[src/rtl/sorted_priority_queue_top_macros.svh]
// ----------------------------------------------------------------------------
// Assertion macros for the sorted priority queue
// Concurrent check wrappers; they compile to nothing when SYNTH is defined.
// ----------------------------------------------------------------------------
`ifndef SORTED_PRIORITY_QUEUE_TOP_MACROS_SVH
`define SORTED_PRIORITY_QUEUE_TOP_MACROS_SVH

`ifndef SYNTH
// expression holds at every clock edge outside reset
`define SPQ_ASSERT_ALWAYS(label, clk, rstn, expr, msg) \
    label: assert property (@(posedge clk) disable iff (!rstn) (expr)) \
        else $error(msg);
// antecedent at one edge implies consequent at the next edge
`define SPQ_ASSERT_NEXT(label, clk, rstn, ante, cons, msg) \
    label: assert property (@(posedge clk) disable iff (!rstn) (ante) |=> (cons)) \
        else $error(msg);
`else
`define SPQ_ASSERT_ALWAYS(label, clk, rstn, expr, msg)
`define SPQ_ASSERT_NEXT(label, clk, rstn, ante, cons, msg)
`endif

`endif

[src/rtl/spq_pkg.sv]
// ----------------------------------------------------------------------------
// Sorted priority queue package
// Shared types, command and status codes, and default sizing.
// ----------------------------------------------------------------------------
package spq_pkg;

    localparam int SPQ_CAPACITY = 16;
    localparam int VALUE_W      = 32;
    localparam int COUNT_W      = 5;

    typedef logic signed [VALUE_W-1:0] value_t;

    // command codes
    localparam logic [0:0] CMD_PUSH = 1'b0;
    localparam logic [0:0] CMD_POP  = 1'b1;

    // result status codes
    localparam logic [1:0] ST_OK    = 2'd0;
    localparam logic [1:0] ST_EMPTY = 2'd1;
    localparam logic [1:0] ST_FULL  = 2'd2;

    // value returned by a pop on an empty queue
    localparam value_t POP_EMPTY_VALUE = -32'sd1;

    typedef struct packed {
        logic [0:0] command;
        value_t     value;
    } spq_in_t;

    typedef struct packed {
        value_t             popped_value;
        logic [1:0]         status;
        logic [COUNT_W-1:0] entry_count;
    } spq_out_t;

    // operation broadcast to every cell
    typedef struct packed {
        logic   push;
        logic   pop;
        value_t value;
    } spq_op_t;

    // what a cell shows its neighbors
    typedef struct packed {
        logic   valid;
        logic   ge;
        value_t entry;
    } spq_slot_t;

endpackage

[src/rtl/sorted_priority_queue_top.sv]
// ----------------------------------------------------------------------------
// Sorted priority queue, top level
// Bounded queue of signed values kept in a chain of cells, largest first.
// Push inserts in order, pop returns the largest; one result per item.
// ----------------------------------------------------------------------------
//  Channel  | Direction | Handshake          | Payload
//  s_       | in        | s_valid / s_ready  | spq_in_t  (command, value)
//  m_       | out       | m_valid / m_ready  | spq_out_t (popped_value, status,
//           |           |                    |            entry_count)
//
//  One item per cycle while s_ready is high: the whole chain updates at the edge that accepts it.
//  The result is written into an output register at that same edge.
//  s_ready is high while that register is empty or being taken.
//  Reset (aresetn low, synchronous) empties the chain; entries are not cleared.
// ----------------------------------------------------------------------------
module sorted_priority_queue_top #(
    parameter int CAPACITY = spq_pkg::SPQ_CAPACITY
) (
    input  logic             aclk,
    input  logic             aresetn,
    input  logic             s_valid,
    output logic             s_ready,
    input  spq_pkg::spq_in_t  s_data,
    output logic             m_valid,
    input  logic             m_ready,
    output spq_pkg::spq_out_t m_data
);
    import spq_pkg::*;
    `include "sorted_priority_queue_top_macros.svh"

    localparam int CNT_W = $clog2(CAPACITY + 1);

    logic [CNT_W-1:0] count_reg;
    logic [CNT_W-1:0] count_next;
    logic             m_valid_reg;
    logic             m_valid_next;
    spq_out_t         m_data_reg;
    spq_out_t         m_data_next;

    logic             s_fire;
    logic             is_pop;
    logic             full;
    logic             empty;
    spq_op_t          op;
    spq_slot_t        slots [CAPACITY];
    spq_slot_t        head_left;
    spq_slot_t        tail_right;
    logic [CAPACITY-1:0] valid_vec;

    assign s_ready = !m_valid_reg || m_ready;
    assign s_fire  = s_valid && s_ready;
    assign is_pop  = (s_data.command == CMD_POP);
    assign full    = (count_reg == CNT_W'(CAPACITY));
    assign empty   = (count_reg == '0);

    // broadcast the operation to the chain
    assign op.push  = s_fire && !is_pop && !full;
    assign op.pop   = s_fire && is_pop && !empty;
    assign op.value = s_data.value;

    // chain ends: the head always counts as kept, the tail feeds nothing
    assign head_left.valid  = 1'b1;
    assign head_left.ge     = 1'b1;
    assign head_left.entry  = '0;
    assign tail_right.valid = 1'b0;
    assign tail_right.ge    = 1'b0;
    assign tail_right.entry = '0;

    for (genvar i = 0; i < CAPACITY; i++) begin : g_cell
        spq_slot_t left_s;
        spq_slot_t right_s;
        if (i == 0) begin : g_head
            assign left_s = head_left;
        end else begin : g_mid_l
            assign left_s = slots[i-1];
        end
        if (i == CAPACITY - 1) begin : g_tail
            assign right_s = tail_right;
        end else begin : g_mid_r
            assign right_s = slots[i+1];
        end
        spq_cell u_cell (
            .aclk    (aclk),
            .aresetn (aresetn),
            .op      (op),
            .left    (left_s),
            .right   (right_s),
            .slot    (slots[i])
        );
        assign valid_vec[i] = slots[i].valid;
    end

    // build the result and the next count
    always_comb begin
        count_next   = count_reg;
        m_valid_next = m_valid_reg && !m_ready;
        m_data_next  = m_data_reg;
        if (s_fire) begin
            m_valid_next             = 1'b1;
            m_data_next.popped_value = '0;
            m_data_next.status       = ST_OK;
            if (is_pop) begin
                if (empty) begin
                    m_data_next.popped_value = POP_EMPTY_VALUE;
                    m_data_next.status       = ST_EMPTY;
                end else begin
                    m_data_next.popped_value = slots[0].entry;
                    count_next               = count_reg - 1'b1;
                end
            end else begin
                if (full) begin
                    m_data_next.status = ST_FULL;
                end else begin
                    count_next = count_reg + 1'b1;
                end
            end
            m_data_next.entry_count = COUNT_W'(count_next);
        end
    end

    // hold control state
    always_ff @(posedge aclk) begin
        if (!aresetn) begin
            count_reg   <= '0;
            m_valid_reg <= 1'b0;
        end else begin
            count_reg   <= count_next;
            m_valid_reg <= m_valid_next;
        end
    end

    // hold the result payload
    always_ff @(posedge aclk) begin
        m_data_reg <= m_data_next;
    end

    assign m_valid = m_valid_reg;
    assign m_data  = m_data_reg;

    `SPQ_ASSERT_ALWAYS(a_count_matches, aclk, aresetn, $countones(valid_vec) == count_reg, "count differs from occupied cells")
    `SPQ_ASSERT_ALWAYS(a_chain_packed, aclk, aresetn, (valid_vec & CAPACITY'(valid_vec + 1'b1)) == '0, "occupied cells not packed at head")
    `SPQ_ASSERT_NEXT(a_pop_empty, aclk, aresetn, s_fire && is_pop && empty, m_valid && m_data.status == ST_EMPTY, "pop on empty queue without empty status")
    `SPQ_ASSERT_NEXT(a_push_count, aclk, aresetn, op.push, count_reg == $past(count_reg) + 1'b1, "push did not grow count")

endmodule

[src/rtl/spq_cell.sv]
// ----------------------------------------------------------------------------
// Sorted priority queue cell
// Holds one entry of the descending chain; compares against the broadcast
// value and takes its own, the new, or a neighbor's entry.
// ----------------------------------------------------------------------------
module spq_cell (
    input  logic              aclk,
    input  logic              aresetn,
    input  spq_pkg::spq_op_t   op,
    input  spq_pkg::spq_slot_t left,
    input  spq_pkg::spq_slot_t right,
    output spq_pkg::spq_slot_t slot
);
    import spq_pkg::*;

    logic   valid_reg;
    logic   valid_next;
    value_t entry_reg;
    value_t entry_next;
    logic   ge;

    // keep this entry on a push when it is at least the new value
    assign ge = valid_reg && (entry_reg >= op.value);

    // pick the next entry
    always_comb begin
        valid_next = valid_reg;
        entry_next = entry_reg;
        if (op.pop) begin
            valid_next = right.valid;
            entry_next = right.entry;
        end else if (op.push && !ge) begin
            if (left.ge) begin
                valid_next = 1'b1;
                entry_next = op.value;
            end else begin
                valid_next = left.valid;
                entry_next = left.entry;
            end
        end
    end

    // hold valid under reset
    always_ff @(posedge aclk) begin
        if (!aresetn) begin
            valid_reg <= 1'b0;
        end else begin
            valid_reg <= valid_next;
        end
    end

    // advance the entry
    always_ff @(posedge aclk) begin
        entry_reg <= entry_next;
    end

    assign slot.valid = valid_reg;
    assign slot.ge    = ge;
    assign slot.entry = entry_reg;

endmodule

[config.mk]
export PLATFORM = sky130hd
export DESIGN_NAME = sorted_priority_queue_top
export DESIGN_NICKNAME = d
export VERILOG_FILES = /design/src/rtl/spq_pkg.sv /design/src/rtl/sorted_priority_queue_top.sv /design/src/rtl/spq_cell.sv
export VERILOG_INCLUDE_DIRS = /design/src /design/src/rtl
export SDC_FILE = /design/constraint.sdc
export NUM_CORES = 2
export LEC_CHECK = 0
export BUFFER_PORTS_ARGS = -buffer_cell sky130_fd_sc_hd__buf_2
export CORE_AREA = 2 2 320 322
export DETAILED_ROUTE_END_ITERATION = 8
export DIE_AREA = 0 0 322 324
export GPL_ROUTABILITY_DRIVEN = 0
export SYNTH_ARGS = -nofsm -noshare
export SYNTH_HDL_FRONTEND = slang
export SYNTH_SLANG_ARGS = --single-unit
export TNS_END_PERCENT = 20
[constraint.sdc]
create_clock -name aclk -period 7 [get_ports aclk]
set_input_delay 0.35 -clock aclk [delete_from_list [all_inputs] [get_ports aclk]]
set_output_delay 0.35 -clock aclk [all_outputs]
set_load 0.01 [all_outputs]
# After elaboration in Yosys (flattened, before gate mapping)
# Index checks and enable logic that the tools add are counted.
[totals]
reg_bits = 573
in_bits = 37
output_inout_bits = 41
elab_cells = 232
[op_classes]
n_addsub = 2
n_lt_le_gt_ge = 16
n_eq_ne = 1
muxes = 98
n_bitwise = 1
reduce_logical = 77
[op_table]
columns = ["op", "n"]
rows = [
  ["$mux W32", 46],
  ["$ge A32 B32 Y1", 16],
  ["$mux W1", 47],
  ["$logic_and A1 B1 Y1", 38],
  ["$reduce_bool A2 Y1", 15],
  ["$logic_not A1 Y1", 21],
  ["$mux W5", 3],
  ["$add A5 B1 Y5 const B", 1],
  ["$eq A5 B5 Y1 const B", 1],
  ["$logic_not A5 Y1", 1],
  ["$sub A5 B1 Y5 const B", 1],
  ["$mux W2", 2],
  ["$reduce_or A2 Y1", 1],
  ["$logic_or A1 B1 Y1", 1],
  ["$not A1 Y1", 1],
]

# Longest topological paths before layout
[logic_depth]
ltp_word = 8
mapped_depth = 12
depth_no_buf = 10

# Cells and area by module
# Synthesis repeated with hierarchy kept, for this count alone.
[unflattened]
cells_unflattened = 4402
hier_area_um2 = 42349.4
[modules_own_cells]
columns = ["module", "n_inst", "cells_each", "area_each_um2", "seq_area_each_um2"]
rows = [
  ["spq_cell", 16, 264, 2522.4, 980.9],
  ["sorted_priority_queue_top", 1, 178, 1990.7, 1291.2],
]

# Worst setup path after synthesis
# No wires, ideal clock.
[synth_timing]
kind = "input-to-reg"
start = "input s_data[1] (netlist name)"
end = "register g_cell[9].u_cell.entry_reg[0], enable pin"
setup_ns = 0.466
t_arrival_ns = 4.883
t_required_ns = 6.534
setup_slack_ns = 1.652
stages = 10
path_buffers = 1
cell_sequence = "inv_1 > ha_1 > nor2b_1 > o211ai_1 > a21oi_1 > o311a_1 > nor4_1 > nor2_2 > buf_2 > o21ai_0"
[synth_via]
elab_chain_len = 5
[synth_lines]
columns = ["item", "line_no", "rtl"]
rows = [
  ["start, declared", "sorted_priority_queue_top.sv:23", "input spq_pkg::spq_in_t s_data,"],
  ["$ge A32 B32 Y1", "spq_cell.sv:23", "assign ge = valid_reg && (entry_reg >= op.value);"],
  ["$logic_and A1 B1 Y1", "spq_cell.sv:23", ""],
  ["$logic_not A1 Y1", "spq_cell.sv:32", "end else if (op.push && !ge) begin"],
  ["$logic_and A1 B1 Y1", "spq_cell.sv:32", ""],
  ["$reduce_bool A2 Y1 (no line)", "n/a", ""],
  ["end signal, assigned", "spq_cell.sv:54", "entry_reg <= entry_next;"],
  ["end, declared", "spq_cell.sv:18", "value_t entry_reg;"],
]
# Every way passes these cells.
# A chain may end at the register's enable or synchronous reset.

# Worst setup path in the final report
[layout_timing]
start = "input s_data[31] (netlist name)"
end = "register g_cell[11].u_cell.entry_reg[6], enable pin"
[layout_via]
elab_chain_len = 5
[layout_lines]
columns = ["item", "line_no"]
rows = [
  ["$ge A32 B32 Y1", "spq_cell.sv:23"],
  ["$logic_and A1 B1 Y1", "spq_cell.sv:23"],
  ["$logic_not A1 Y1", "spq_cell.sv:32"],
  ["$logic_and A1 B1 Y1", "spq_cell.sv:32"],
  ["$reduce_bool A2 Y1 (no line)", "n/a"],
  ["end signal, assigned", "spq_cell.sv:54"],
  ["end, declared", "spq_cell.sv:18"],
]
# Every way passes these cells.

==> results.yml <==
hold_path:
  hold_depth: 3
  min_path_type: "in2reg"
pwr:
  power.share.clock_pct: 29.8
  seqPwrFrac_pct: 42.6
  internal_power_mw: 7.78
  power_density_mw_per_mm2: 268
  comb_power_share_pct: 27.6
  p_sw_mw: 4.06
  p_leak_nw: 17.3
  max-vdd-ir-drop_v: 0.000190
  switching_share_pct: 34.3
  finalPower_mw: 11.8
finish:
  area_growth_pct: 9.92
  largest_reg_flops: 512
  final_cell_area_sq_mm: 0.0442
  utilization_pct: 43.7
  fillCellCount: 9708
  drive_gt1_share_pct: 9.20
  nets: 4626
  diodes: 0
synthesis:
  ys.flop_type: "edfxtp_1"
  synth_seq_area_share_pct: 41.5
  synthCells: 4105
  synth_nets: 4656
  synth.largest_area_cell: "edfxtp_1"
  synth_warnings: 0
  synth_edf_count: 519
  netlist_top_cells_area: "edfxtp_1 39%, ha_1 16%, mux2i_1 7.2%"
  ys_seq_elements: 573
  synth_cell_types: 71
  syn_area_per_cell_sq_um: 9.79
  synth-async-reset-ratio_pct: 0
  syn_area_sq_mm: 0.0402
  yosysTopAreaCellShare_pct: 38.8
clocking:
  root_buffer: "clkbuf_16"
  clkSinkCount: 573
  cts_buffers: 67
  post-cts-setup-buffers: 0
  htree_levels: 3
  cts_tree: "yes"
  clock_latency_ns: 0.64
  cts_max_path_buffers: 3
  clk_pin_slew_worst_paths_ns: 0.06
sta:
  setup-tns-final_ns: 0
  relSlewSlack_pct: -2.56
  skew_ns: 0.0263
  rsz0062_at_grt: "false"
  period_needed_ns: 4.60
  slew_violations: 2
  worstMarginPinSlew_ns: 1.52
  fmax_mhz: 218
  finalSetupViolations: 0
  fin_crit_sh_pct: 65.6
  hold_viol_final: 0
  holdWs_ns: 0.0770
global_routing:
  grt.total_usage_pct: 23.1
  antenna_found_initial: 4
  grt_max_degree: 203
  grt_pass1_wl_um: 188000
  grt_pass1_vias: 31400
  grt-ovfl-total: 0
floorplan:
  fp.dieW_um: 322
  io_pins: 78
  initial_core_util_pct: 39.8
  rows: 117
  dieHeight_um: 324
  die-area_sq_mm: 0.104
  core_sq_mm: 0.101
drt:
  routed_wl_um: 123000
  drtAntennaViolNets: 0
  wire_per_inst_um: 22.6
  vias_per_cell: 5.92
  first_pass_iters: 5
  dr_total_vias: 32200
  drt_iter0_drc: 2830
  drc: 0
critical_path:
  cp_max_fo: 33
  worst_r2r_path_depth: 8
  cp-end-kind: "register"
  cp-start-kind: "input port"
  cp.arrival_ns: 4.83
  crit_required_ns: 7.23
  critical_path_class: "in2reg"
run:
  maxCapViolCount: 1
placement:
  port_buffers: 77
  hpwlAfterDp_um: 90500
  dpl_cell_area_sq_mm: 0.0421
outcome:
  violations: "max-capacitance violations, max-slew violations"
  outcome: "complete, but fails checks"
per-layer routing:
| metal | routed length (um) | GRT usage [%] |
|---|---|---|
| met1 | 56300 | 31.9 |
| met2 | 55100 | 36.6 |
| met3 | 8480 | 4.93 |
| met4 | 2820 | 6.19 |
| met5 | 25 | 0 |
worst max-delay path, cell delays in order:
cell	delay, ns
buf_2	0.26
inv_1	0.33
buf_4	0.30
ha_1	0.46
and4_1	0.27
a221oi_1	0.85
nand3_1	0.27
a211oi_4	0.26
buf_4	0.40
nor2_2	0.11
o21ai_4	0.93
logic make-up after synthesis:
| family | after synthesis | share of synthesized area, % |
|---|---|---|
| xor gates and xnor gates | 2 | 0.0436 |
| and+or+nand+nor | 1140 | 12.7 |
| muxes | 356 | 9.07 |
| adders and majority gates | 514 | 16.0 |
| buffers and inverters | 326 | 3.33 |
| AOI/OAI and AO/OA | 1194 | 17.4 |
| DFF | 573 | 41.5 |
per-stage QoR:
stage                     setup WS (ns)  std cells
final                              2.40       5438
after CTS                          2.59       5438
after floorplan                    1.65       4105
after global placement             2.04       5314
after detailed placement           1.93       5314
after global routing               2.08       5438
Yosys cell counts (16+ instances only):
cell / instances
clkbuf_1: 153
nand4_1: 95
mux2_2: 66
nand2_1: 509
o21ai_0: 379
mux2i_1: 290
nand3_1: 146
buf_2: 52
edfxtp_1: 519
nor2_1: 239
ha_1: 514
o211ai_1: 50
nor2b_1: 16
o21a_1: 40
inv_1: 71
and4_1: 22
buf_1: 40
a21o_1: 111
a21oi_1: 478
a21oi_2: 20
dfxtp_1: 54
nor3_1: 46
cell usage in the layout, fill, tap and decap left out, drive strengths merged, types with 51 or more instances in the layout:
| cell type | count |
|---|---|
| inv | 76 |
| clkbuf | 95 |
| o211ai | 51 |
| mux2i | 290 |
| nand3 | 146 |
| mux2 | 66 |
| nor2 | 242 |
| edfxtp | 519 |
| ha | 514 |
| nand4 | 95 |
| buf | 155 |
| a21o | 111 |
| o21ai | 382 |
| a21oi | 498 |
| nand2 | 509 |
| dfxtp | 54 |
area by class of cell:
type / instances / area (sq um) / share of cell area [%]
Clock buffer: 95 / 1860 / 4.22
Clock inverter: 28 / 240 / 0.544
Inverter: 71 / 267 / 0.603
Multi-Input combinational cell: 3206 / 22500 / 50.9
Sequential cell: 573 / 16700 / 37.7
Tap cell: 1309 / 1640 / 3.71
Timing Repair Buffer: 156 / 1020 / 2.31
power by group through the flow:
stage	logic (mW)	clock network, mW	registers, mW
finish	3.27	3.53	5.04
global route	3.68	3.69	5.11
CTS	3.23	3.57	5.03
detailed placement	3.22	0	5.10
global placement	3.12	0	5.10
floorplan	2.32	0	4.91
timing repair:
item,in CTS,in global routing
hold buffers,1,0
hold endpoints to repair,1,0
gates resized for setup,0,0
worst paths after layout:
kind	from	end	slack [ns]
hold / removal	m_ready	m_valid	0.08
hold reg to reg	g_cell[11].u_cell.valid_reg	g_cell[11].u_cell.valid_reg	0.52
setup reg to reg	g_cell[11].u_cell.entry_reg[31]	g_cell[11].u_cell.entry_reg[6]	2.60
setup / recovery	s_data[31]	g_cell[11].u_cell.entry_reg[6]	2.40
No activity file was read; power rests on OpenSTA's default activity.
